--- config.mk ---
export PLATFORM = sky130hd
export DESIGN_NAME = priority_ready_queue_scheduler
export DESIGN_NICKNAME = d
export VERILOG_FILES = /design/src/hw/rtl/prq_pkg.sv /design/src/hw/rtl/prq_ctrl.sv /design/src/hw/rtl/prq_datapath.sv /design/src/hw/rtl/priority_ready_queue_scheduler.sv
export SDC_FILE = /design/constraint.sdc
export NUM_CORES = 2
export LEC_CHECK = 0
export BUFFER_PORTS_ARGS = -buffer_cell sky130_fd_sc_hd__buf_2
export CAP_MARGIN = 20
export CORE_MARGIN = 1
export CORE_UTILIZATION = 38
export CTS_BUF_LIST = sky130_fd_sc_hd__clkbuf_2 sky130_fd_sc_hd__clkbuf_4 sky130_fd_sc_hd__clkbuf_8
export CTS_CLUSTER_DIAMETER = 30
export DETAILED_ROUTE_END_ITERATION = 8
export RECOVER_POWER = 50
export SKIP_CTS_REPAIR_TIMING = 1
export SYNTH_ARGS = -nofsm -noshare
export SYNTH_HDL_FRONTEND = slang
export SYNTH_SLANG_ARGS = --single-unit
export TNS_END_PERCENT = 1
--- constraint.sdc ---
create_clock -name clk -period 6.16 [get_ports clk]
set_input_delay 0.308 -clock clk [delete_from_list [all_inputs] [get_ports clk]]
set_output_delay 0.308 -clock clk [all_outputs]
set_load 0.02 [all_outputs]
--- src/hw/rtl/prq_pkg.sv ---
// ----------------------------------------------------------------------------
// prq_pkg
// Shared types and codes of the priority ready queue scheduler.
// ----------------------------------------------------------------------------
package prq_pkg;

  localparam logic [1:0] FUNC_ADD    = 2'd0;
  localparam logic [1:0] FUNC_REMOVE = 2'd1;
  localparam logic [1:0] FUNC_PICK   = 2'd2;

  localparam logic [1:0] ST_OK        = 2'd0;
  localparam logic [1:0] ST_FULL      = 2'd1;
  localparam logic [1:0] ST_NOT_FOUND = 2'd2;

  typedef enum logic [3:0] {
    S_IDLE,
    S_DECODE,
    S_ADD,
    S_SRCH_RD,
    S_SRCH_CMP,
    S_SHIFT_RD,
    S_SHIFT_WR,
    S_REM_DONE,
    S_PICK_RD,
    S_PICK_DONE
  } prq_state_t;

  typedef enum logic [3:0] {
    CMD_NONE,
    CMD_CAPTURE,
    CMD_ADD,
    CMD_FIN_OK,
    CMD_FIN_NOT_FOUND,
    CMD_SRCH_RD,
    CMD_SRCH_NEXT,
    CMD_SHIFT_RD,
    CMD_SHIFT_WR,
    CMD_REMOVE_DONE,
    CMD_PICK_RD,
    CMD_PICK_DONE
  } prq_cmd_t;

  typedef struct packed {
    logic [1:0] func;
    logic       cur_valid;
    logic       count_zero;
    logic       match;
    logic       srch_last;
    logic       shift_last;
    logic       mask_any;
  } prq_status_t;

endpackage

--- src/hw/rtl/prq_ctrl.sv ---
// ----------------------------------------------------------------------------
// prq_ctrl
// Sequencer that steps the datapath through add, remove and pick.
// ----------------------------------------------------------------------------
module prq_ctrl (
  input  logic               clk,
  input  logic               rst,
  input  logic               start,
  output logic               busy,
  input  prq_pkg::prq_status_t stat,
  output prq_pkg::prq_cmd_t  cmd
);

  prq_pkg::prq_state_t state, state_next;

  always_ff @(posedge clk) begin
    if (rst) begin
      state <= prq_pkg::S_IDLE;
    end else begin
      state <= state_next;
    end
  end

  assign busy = (state != prq_pkg::S_IDLE);

  always_comb begin
    state_next = state;
    case (state)
      prq_pkg::S_IDLE: begin
        if (start) state_next = prq_pkg::S_DECODE;
      end
      prq_pkg::S_DECODE: begin
        case (stat.func)
          prq_pkg::FUNC_ADD: state_next = prq_pkg::S_ADD;
          prq_pkg::FUNC_REMOVE: begin
            if (!stat.cur_valid || stat.count_zero) state_next = prq_pkg::S_IDLE;
            else state_next = prq_pkg::S_SRCH_RD;
          end
          prq_pkg::FUNC_PICK: begin
            if (stat.mask_any) state_next = prq_pkg::S_PICK_RD;
            else state_next = prq_pkg::S_IDLE;
          end
          default: state_next = prq_pkg::S_IDLE;
        endcase
      end
      prq_pkg::S_ADD:     state_next = prq_pkg::S_IDLE;
      prq_pkg::S_SRCH_RD: state_next = prq_pkg::S_SRCH_CMP;
      prq_pkg::S_SRCH_CMP: begin
        if (stat.match) begin
          if (stat.srch_last) state_next = prq_pkg::S_IDLE;
          else state_next = prq_pkg::S_SHIFT_RD;
        end else if (stat.srch_last) begin
          state_next = prq_pkg::S_IDLE;
        end else begin
          state_next = prq_pkg::S_SRCH_RD;
        end
      end
      prq_pkg::S_SHIFT_RD: state_next = prq_pkg::S_SHIFT_WR;
      prq_pkg::S_SHIFT_WR: begin
        if (stat.shift_last) state_next = prq_pkg::S_REM_DONE;
        else state_next = prq_pkg::S_SHIFT_RD;
      end
      prq_pkg::S_REM_DONE:  state_next = prq_pkg::S_IDLE;
      prq_pkg::S_PICK_RD:   state_next = prq_pkg::S_PICK_DONE;
      prq_pkg::S_PICK_DONE: state_next = prq_pkg::S_IDLE;
      default:              state_next = prq_pkg::S_IDLE;
    endcase
  end

  always_comb begin
    cmd = prq_pkg::CMD_NONE;
    case (state)
      prq_pkg::S_IDLE: begin
        if (start) cmd = prq_pkg::CMD_CAPTURE;
      end
      prq_pkg::S_DECODE: begin
        case (stat.func)
          prq_pkg::FUNC_ADD: cmd = prq_pkg::CMD_NONE;
          prq_pkg::FUNC_REMOVE: begin
            if (!stat.cur_valid || stat.count_zero) cmd = prq_pkg::CMD_FIN_NOT_FOUND;
          end
          prq_pkg::FUNC_PICK: begin
            if (!stat.mask_any) cmd = prq_pkg::CMD_FIN_OK;
          end
          default: cmd = prq_pkg::CMD_FIN_OK;
        endcase
      end
      prq_pkg::S_ADD:     cmd = prq_pkg::CMD_ADD;
      prq_pkg::S_SRCH_RD: cmd = prq_pkg::CMD_SRCH_RD;
      prq_pkg::S_SRCH_CMP: begin
        if (stat.match) begin
          // A match on the tail entry needs no compaction.
          if (stat.srch_last) cmd = prq_pkg::CMD_REMOVE_DONE;
        end else if (stat.srch_last) begin
          cmd = prq_pkg::CMD_FIN_NOT_FOUND;
        end else begin
          cmd = prq_pkg::CMD_SRCH_NEXT;
        end
      end
      prq_pkg::S_SHIFT_RD:  cmd = prq_pkg::CMD_SHIFT_RD;
      prq_pkg::S_SHIFT_WR:  cmd = prq_pkg::CMD_SHIFT_WR;
      prq_pkg::S_REM_DONE:  cmd = prq_pkg::CMD_REMOVE_DONE;
      prq_pkg::S_PICK_RD:   cmd = prq_pkg::CMD_PICK_RD;
      prq_pkg::S_PICK_DONE: cmd = prq_pkg::CMD_PICK_DONE;
      default:              cmd = prq_pkg::CMD_NONE;
    endcase
  end

endmodule

--- src/hw/rtl/prq_datapath.sv ---
// ----------------------------------------------------------------------------
// prq_datapath
// Slot memory, per-level counts, ready mask and result registers.
// ----------------------------------------------------------------------------
module prq_datapath #(
  parameter int PRIORITY_LEVELS = 16,
  parameter int LEVEL_DEPTH     = 16
) (
  input  logic                 clk,
  input  logic                 rst,
  input  prq_pkg::prq_cmd_t    cmd,
  output prq_pkg::prq_status_t stat,
  input  logic [1:0]           func,
  input  logic [3:0]           process_id,
  input  logic [3:0]           item_priority,
  input  logic                 current_valid,
  input  logic [3:0]           current_id,
  input  logic [3:0]           current_priority,
  output logic                 done,
  output logic                 picked_valid,
  output logic [3:0]           picked_id,
  output logic                 request_soft_int,
  output logic                 request_dispatch,
  output logic [1:0]           status,
  output logic [15:0]          ready_mask
);

  localparam int LW = (PRIORITY_LEVELS > 1) ? $clog2(PRIORITY_LEVELS) : 1;
  localparam int IW = (LEVEL_DEPTH > 1) ? $clog2(LEVEL_DEPTH) : 1;
  localparam int CW = $clog2(LEVEL_DEPTH + 1);
  localparam int SLOTS = PRIORITY_LEVELS * LEVEL_DEPTH;
  localparam int AW = $clog2(SLOTS);
  localparam int MW = (PRIORITY_LEVELS > 16) ? PRIORITY_LEVELS : 16;

  function automatic logic [LW-1:0] clamp_lvl(input logic [3:0] v);
    logic [5:0] w;
    w = {2'b00, v};
    if (w >= 6'(PRIORITY_LEVELS)) w = 6'(PRIORITY_LEVELS - 1);
    return w[LW-1:0];
  endfunction

  logic [1:0]    func_r;
  logic [3:0]    pid_r;
  logic [LW-1:0] item_lvl_r;
  logic          cur_valid_r;
  logic [3:0]    cur_id_r;
  logic [LW-1:0] cur_lvl_r;
  logic [IW-1:0] idx;

  logic [CW-1:0]              level_count [PRIORITY_LEVELS];
  logic [PRIORITY_LEVELS-1:0] level_mask;

  logic [3:0] slots [SLOTS];
  logic [3:0] rdata;

  logic [LW-1:0] op_lvl;
  logic [LW-1:0] top_lvl;
  logic [CW-1:0] n;
  logic          full;
  logic [AW-1:0] base;
  logic [AW-1:0] top_base;
  logic [CW:0]   idx_ext;
  logic [CW:0]   n_ext;
  logic          we;
  logic          re;
  logic [AW-1:0] waddr;
  logic [AW-1:0] raddr;
  logic [3:0]    wdata;
  logic [MW-1:0] mask_wide;

  assign op_lvl   = (func_r == prq_pkg::FUNC_REMOVE) ? cur_lvl_r : item_lvl_r;
  assign n        = level_count[op_lvl];
  assign full     = (n >= CW'(LEVEL_DEPTH));
  assign base     = AW'(op_lvl) * AW'(LEVEL_DEPTH);
  assign top_base = AW'(top_lvl) * AW'(LEVEL_DEPTH);
  assign idx_ext  = (CW + 1)'(idx);
  assign n_ext    = (CW + 1)'(n);

  // Highest set bit of the ready mask.
  always_comb begin
    top_lvl = '0;
    for (int l = 0; l < PRIORITY_LEVELS; l++) begin
      if (level_mask[l]) top_lvl = LW'(l);
    end
  end

  assign stat.func       = func_r;
  assign stat.cur_valid  = cur_valid_r;
  assign stat.count_zero = (n == '0);
  assign stat.match      = (rdata == cur_id_r);
  assign stat.srch_last  = ((idx_ext + (CW + 1)'(1)) >= n_ext);
  assign stat.shift_last = ((idx_ext + (CW + 1)'(2)) >= n_ext);
  assign stat.mask_any   = |level_mask;

  always_comb begin
    we    = 1'b0;
    waddr = base + AW'(idx);
    wdata = rdata;
    re    = 1'b0;
    raddr = base + AW'(idx);
    case (cmd)
      prq_pkg::CMD_ADD: begin
        we    = !full;
        waddr = base + AW'(n);
        wdata = pid_r;
      end
      prq_pkg::CMD_SHIFT_WR: we = 1'b1;
      prq_pkg::CMD_SRCH_RD:  re = 1'b1;
      prq_pkg::CMD_SHIFT_RD: begin
        re    = 1'b1;
        raddr = base + AW'(idx) + AW'(1);
      end
      prq_pkg::CMD_PICK_RD: begin
        re    = 1'b1;
        raddr = top_base;
      end
      default: we = 1'b0;
    endcase
  end

  always_ff @(posedge clk) begin
    if (we) slots[waddr] <= wdata;
    if (re) rdata <= slots[raddr];
  end

  always_ff @(posedge clk) begin
    if (cmd == prq_pkg::CMD_CAPTURE) begin
      func_r      <= func;
      pid_r       <= process_id;
      item_lvl_r  <= clamp_lvl(item_priority);
      cur_valid_r <= current_valid;
      cur_id_r    <= current_id;
      cur_lvl_r   <= clamp_lvl(current_priority);
    end
    if (cmd == prq_pkg::CMD_CAPTURE) begin
      idx <= '0;
    end else if (cmd == prq_pkg::CMD_SRCH_NEXT || cmd == prq_pkg::CMD_SHIFT_WR) begin
      idx <= idx + IW'(1);
    end
  end

  always_ff @(posedge clk) begin
    if (rst) begin
      for (int l = 0; l < PRIORITY_LEVELS; l++) level_count[l] <= '0;
      level_mask <= '0;
    end else begin
      if (cmd == prq_pkg::CMD_ADD && !full) begin
        level_count[op_lvl] <= n + CW'(1);
        level_mask[op_lvl]  <= 1'b1;
      end else if (cmd == prq_pkg::CMD_REMOVE_DONE) begin
        level_count[op_lvl] <= n - CW'(1);
        if (n == CW'(1)) level_mask[op_lvl] <= 1'b0;
      end
    end
  end

  always_ff @(posedge clk) begin
    if (rst) begin
      done <= 1'b0;
    end else begin
      done <= (cmd == prq_pkg::CMD_ADD) || (cmd == prq_pkg::CMD_FIN_OK) ||
              (cmd == prq_pkg::CMD_FIN_NOT_FOUND) || (cmd == prq_pkg::CMD_REMOVE_DONE) ||
              (cmd == prq_pkg::CMD_PICK_DONE);
    end
  end

  always_ff @(posedge clk) begin
    case (cmd)
      prq_pkg::CMD_ADD: begin
        picked_valid     <= 1'b0;
        picked_id        <= 4'd0;
        request_dispatch <= !full && !cur_valid_r;
        request_soft_int <= !full && cur_valid_r && (item_lvl_r > cur_lvl_r);
        status           <= full ? prq_pkg::ST_FULL : prq_pkg::ST_OK;
      end
      prq_pkg::CMD_FIN_OK, prq_pkg::CMD_REMOVE_DONE: begin
        picked_valid     <= 1'b0;
        picked_id        <= 4'd0;
        request_dispatch <= 1'b0;
        request_soft_int <= 1'b0;
        status           <= prq_pkg::ST_OK;
      end
      prq_pkg::CMD_FIN_NOT_FOUND: begin
        picked_valid     <= 1'b0;
        picked_id        <= 4'd0;
        request_dispatch <= 1'b0;
        request_soft_int <= 1'b0;
        status           <= prq_pkg::ST_NOT_FOUND;
      end
      prq_pkg::CMD_PICK_DONE: begin
        picked_valid     <= 1'b1;
        picked_id        <= rdata;
        request_dispatch <= 1'b0;
        request_soft_int <= 1'b0;
        status           <= prq_pkg::ST_OK;
      end
      default: begin
        picked_valid <= picked_valid;
      end
    endcase
  end

  assign mask_wide  = MW'(level_mask);
  assign ready_mask = mask_wide[15:0];

endmodule

--- src/hw/rtl/priority_ready_queue_scheduler.sv ---
// ----------------------------------------------------------------------------
// priority_ready_queue_scheduler
// Per-level FIFOs of process identifiers with a ready mask of non-empty levels.
// ----------------------------------------------------------------------------
// An item is captured and decoded; an add then writes its slot, a pick reads
// the head of the top level; early rejects and the unused func code finish at
// decode. A remove walks its level through the slot memory, reading each entry
// searched and reading and writing each entry moved. One item at a time: busy
// stays high until the done cycle, when a new start may be taken. Synchronous
// reset empties every level at once; the receiver cannot stall results.
module priority_ready_queue_scheduler #(
  parameter int PRIORITY_LEVELS = 16,
  parameter int LEVEL_DEPTH     = 16
) (
  input  logic        clk,
  input  logic        rst,
  input  logic        start,
  output logic        busy,
  input  logic [1:0]  func,
  input  logic [3:0]  process_id,
  input  logic [3:0]  item_priority,
  input  logic        current_valid,
  input  logic [3:0]  current_id,
  input  logic [3:0]  current_priority,
  output logic        done,
  output logic        picked_valid,
  output logic [3:0]  picked_id,
  output logic        request_soft_int,
  output logic        request_dispatch,
  output logic [1:0]  status,
  output logic [15:0] ready_mask
);

  prq_pkg::prq_cmd_t    cmd;
  prq_pkg::prq_status_t stat;

  prq_ctrl u_ctrl (
    .clk   (clk),
    .rst   (rst),
    .start (start),
    .busy  (busy),
    .stat  (stat),
    .cmd   (cmd)
  );

  prq_datapath #(
    .PRIORITY_LEVELS (PRIORITY_LEVELS),
    .LEVEL_DEPTH     (LEVEL_DEPTH)
  ) u_dp (
    .clk              (clk),
    .rst              (rst),
    .cmd              (cmd),
    .stat             (stat),
    .func             (func),
    .process_id       (process_id),
    .item_priority    (item_priority),
    .current_valid    (current_valid),
    .current_id       (current_id),
    .current_priority (current_priority),
    .done             (done),
    .picked_valid     (picked_valid),
    .picked_id        (picked_id),
    .request_soft_int (request_soft_int),
    .request_dispatch (request_dispatch),
    .status           (status),
    .ready_mask       (ready_mask)
  );

endmodule

==> metrics.cfg <==
[global_routing]
grt-ovfl-total = 0
grtUsageTotal_pct = 23.6
grt_pass1_vias = 35100
grt_pass1_wl_mm = 237
grt_start_max_net_pins = 151
antenna_found_initial = 2

[logic_synthesis]
yosysWarningCount = 0
synth_edf_count = 1136
synth_top_area_share_pct = 67.4
netlist_instances = 4108
synth.avg_cell_area_um2 = 12.3
synth_area_leaders = edfxtp_1 (67%), nand2_1 (5.8%), nor2_1 (3.7%)
synth_area_um2 = 50600
synth_nets = 4152
synthFlopType = edfxtp_1
ys_seq_elements = 1161
synthArstFlopShare_pct = 0
synth_seq_area_share_pct = 68.4
synth_cell_types = 84
yosysTopAreaCell = edfxtp_1

[placed_design]
dp_slack_ns = -0.582
gp_congestion = 0.957
portBuffers = 48
dpl.hpwl_mm = 103
place_area_um2 = 54000

[final_layout]
fillers = 11900
final_common_cell = edfxtp_1
stdcell_area_um2 = 59700
finalNetCount = 4405
drive_gt1_share_pct = 16.0
final_cell_mix = edfxtp_1 (1,136), nand2_1 (782), nor2_1 (495)
syn_to_final_growth_pct = 17.9

[cts]
cts_tree = yes
path_clk_slew_ns = 0.06
clock-sinks = 1161
clk_latency_ns = 0.96
numCtsBuffers = 235
clockBufferDepth = 3
htree_levels = 4
root_buffer = clkbuf_8

[setup_path]
critPathLaunchType = register
crit_start = u_dp.func_r[1]
slowest_delay_ns = 0.48
critPathSlowestCell = mux4_2
path_class = register to register
r2r_start = u_dp.func_r[1]
cp_cell_sequence = nand2b_2 -> a21oi_2 -> inv_2 -> buf_4 -> mux2i_1 -> mux4_2 -> nand2_1 -> o31ai_2 -> ha_1 -> or2_2 -> a211oi_2 -> a21oi_2 -> o211a_4 -> o21ai_4 -> buf_4 -> buf_6 -> mux2i_2 -> a221oi_1 -> a211oi_1 -> a211oi_1 -> nor4_4 -> buf_4 -> a31oi_1
arrival_ns = 6.79
worst_setup_path_end_kind = register
path_common_cell = buf_4
cp_max_fo = 18
r2r_slack_ns = 0.06
required_ns = 6.85

[min_path]
min-delay-start = item_priority[2]
min_path_type = input pin to register

[outcome]
violations = capacitance limit, slew limit
status = finished, violations left

[pwr]
power_leakage_nw = 20.6
p_per_area_nw_per_um2 = 310
power_mw = 18.5
ir_worst_vdd_v = 0.000223

[drt]
drc = 0
dr.pass1.iters = 8
drt_wl_total_mm = 162
num_vias = 36600
routedWlPerCell_um = 25.7
initialDrtViolationCount = 4840
via_per_inst = 5.80
final_antenna_net_count = 0

[timing]
slew_violations = 369
timing.final.ws_setup_ns = 0.0629
hold_viol_final = 0
tightest_slew_ns = 3.32
min_period_ns = 6.10
skew_ns = 0.0460
period_share_pct = 99.0
max-slew-margin-rel_pct = -122
max_freq_ghz = 0.164
rsz0062_at_grt = yes
finalSetupViolations = 0

[run]
maxCapViolations = 5

[floorplanning]
core_um2 = 132000
die_area_um2 = 135000
die_w_um = 367
rows = 133
die_h_um = 367
ios = 49
start_util_pct = 38.4

==> state kept, by name, indices dropped and copies added, names as in the netlist, named ones only <==
signal                 count
u_dp.request_soft_int      1
u_dp.status                2
u_dp.slots              1024
u_dp.rdata                 4
u_dp.idx                   4
u_dp.pid_r                 4
u_dp.request_dispatch      1
u_dp.level_count          80
u_dp.picked_id             4
u_dp.item_lvl_r            4
u_dp.cur_lvl_r             4
u_dp.cur_valid_r           1
u_dp.cur_id_r              4
u_ctrl.state               4
u_dp.done                  1
u_dp.func_r                2
u_dp.picked_valid          1
==> final timing paths <==
check / end / cells past startpoint
min: u_dp.item_lvl_r[2] / 2
max: u_dp.rdata[1] / 23
min reg2reg: register / 2
max reg2reg: u_dp.rdata[1] / 23
==> stage by stage <==
step / utilization, % / hold WS [ns] / std cells / TNS [ns]
after detailed placement: 41.0 / 0.486 / 5846 / -0.884
after CTS: 45.0 / -0.557 / 6279 / -1.13
final: 45.3 / 0.0671 / 6315 / 0
after floorplan: - / 0.407 / 4108 / 0
after global placement: 41.0 / 0.488 / 5845 / -0.597
after global routing: 45.3 / 0.0478 / 6314 / -0.0923
==> layer usage <==
layer  GRT usage (%)  share of wire (%)  up-vias
met5               0                  0        -
met4            8.93                3.4        0
met3            5.03                 10      325
met2            36.1                 45     2119
met1            32.8                 41    18200
li1                -                  -    16000
==> area by class of cell <==
class	count	area (um^2)	area share (%)
Clock buffer	277	3560	5.97
Antenna cell	3	7.51	0.0126
Inverter	25	95.1	0.159
Clock inverter	156	1740	2.91
Timing Repair Buffer	302	2520	4.23
Tap cell	1755	2200	3.68
Multi-Input combinational cell	2636	15000	25.1
Sequential cell	1161	34600	58.0
==> report_power, final <==
part | leakage, nW | total, mW | internal [mW] | switching, mW
Combinational | 7.34 | 0.989 | 0.310 | 0.679
Clock | 2.68 | 8.81 | 5.21 | 3.60
Sequential | 10.5 | 8.68 | 8.66 | 0.0207
==> logic make-up after synthesis <==
family                   Yosys count  synth area share, %
AND/OR/NAND/NOR                 1685                 14.1
adder cells (fa/ha/maj)           22                0.544
buffers and inverters            312                 2.69
multiplexers                     194                 4.16
flip-flops                      1161                 68.4
AO/OA/AOI/OAI                    714                 9.83
XOR/XNOR                          20                0.346
==> worst max-delay path, delay by kind of cell, from the launching register on <==
kind / cells / cell delay, ns
fa+ha+maj: 1 / 0.30
simple gates: 4 / 1.08
flops: 1 / 0.42
mux: 3 / 0.94
compound gates: 10 / 2.01
buf+inv: 5 / 1.06
==> Yosys cell counts (6+ instances only) <==
master	number
a31oi_1	128
o21a_1	23
nor3_1	25
a2111oi_0	22
o21ai_0	107
a221oi_1	18
nand4_1	61
nor2b_1	7
a32oi_1	44
mux2i_1	179
a21oi_1	127
nand2_1	785
nor2_1	498
a211oi_1	49
a222oi_1	9
o221ai_1	37
mux4_2	12
o31ai_1	16
nand2b_1	27
inv_1	21
xnor2_1	15
a311oi_1	17
buf_1	21
nor4_1	8
or2_2	6
a41oi_1	18
edfxtp_1	1136
o211ai_1	9
nand3_1	182
o22ai_1	6
o41ai_1	6
and3_1	47
ha_1	22
clkbuf_1	168
a22oi_1	11
o21ai_1	12
buf_4	15
and2_1	19
dfxtp_1	25
buf_2	78
Note: power is estimated with default switching activity, not from simulation.
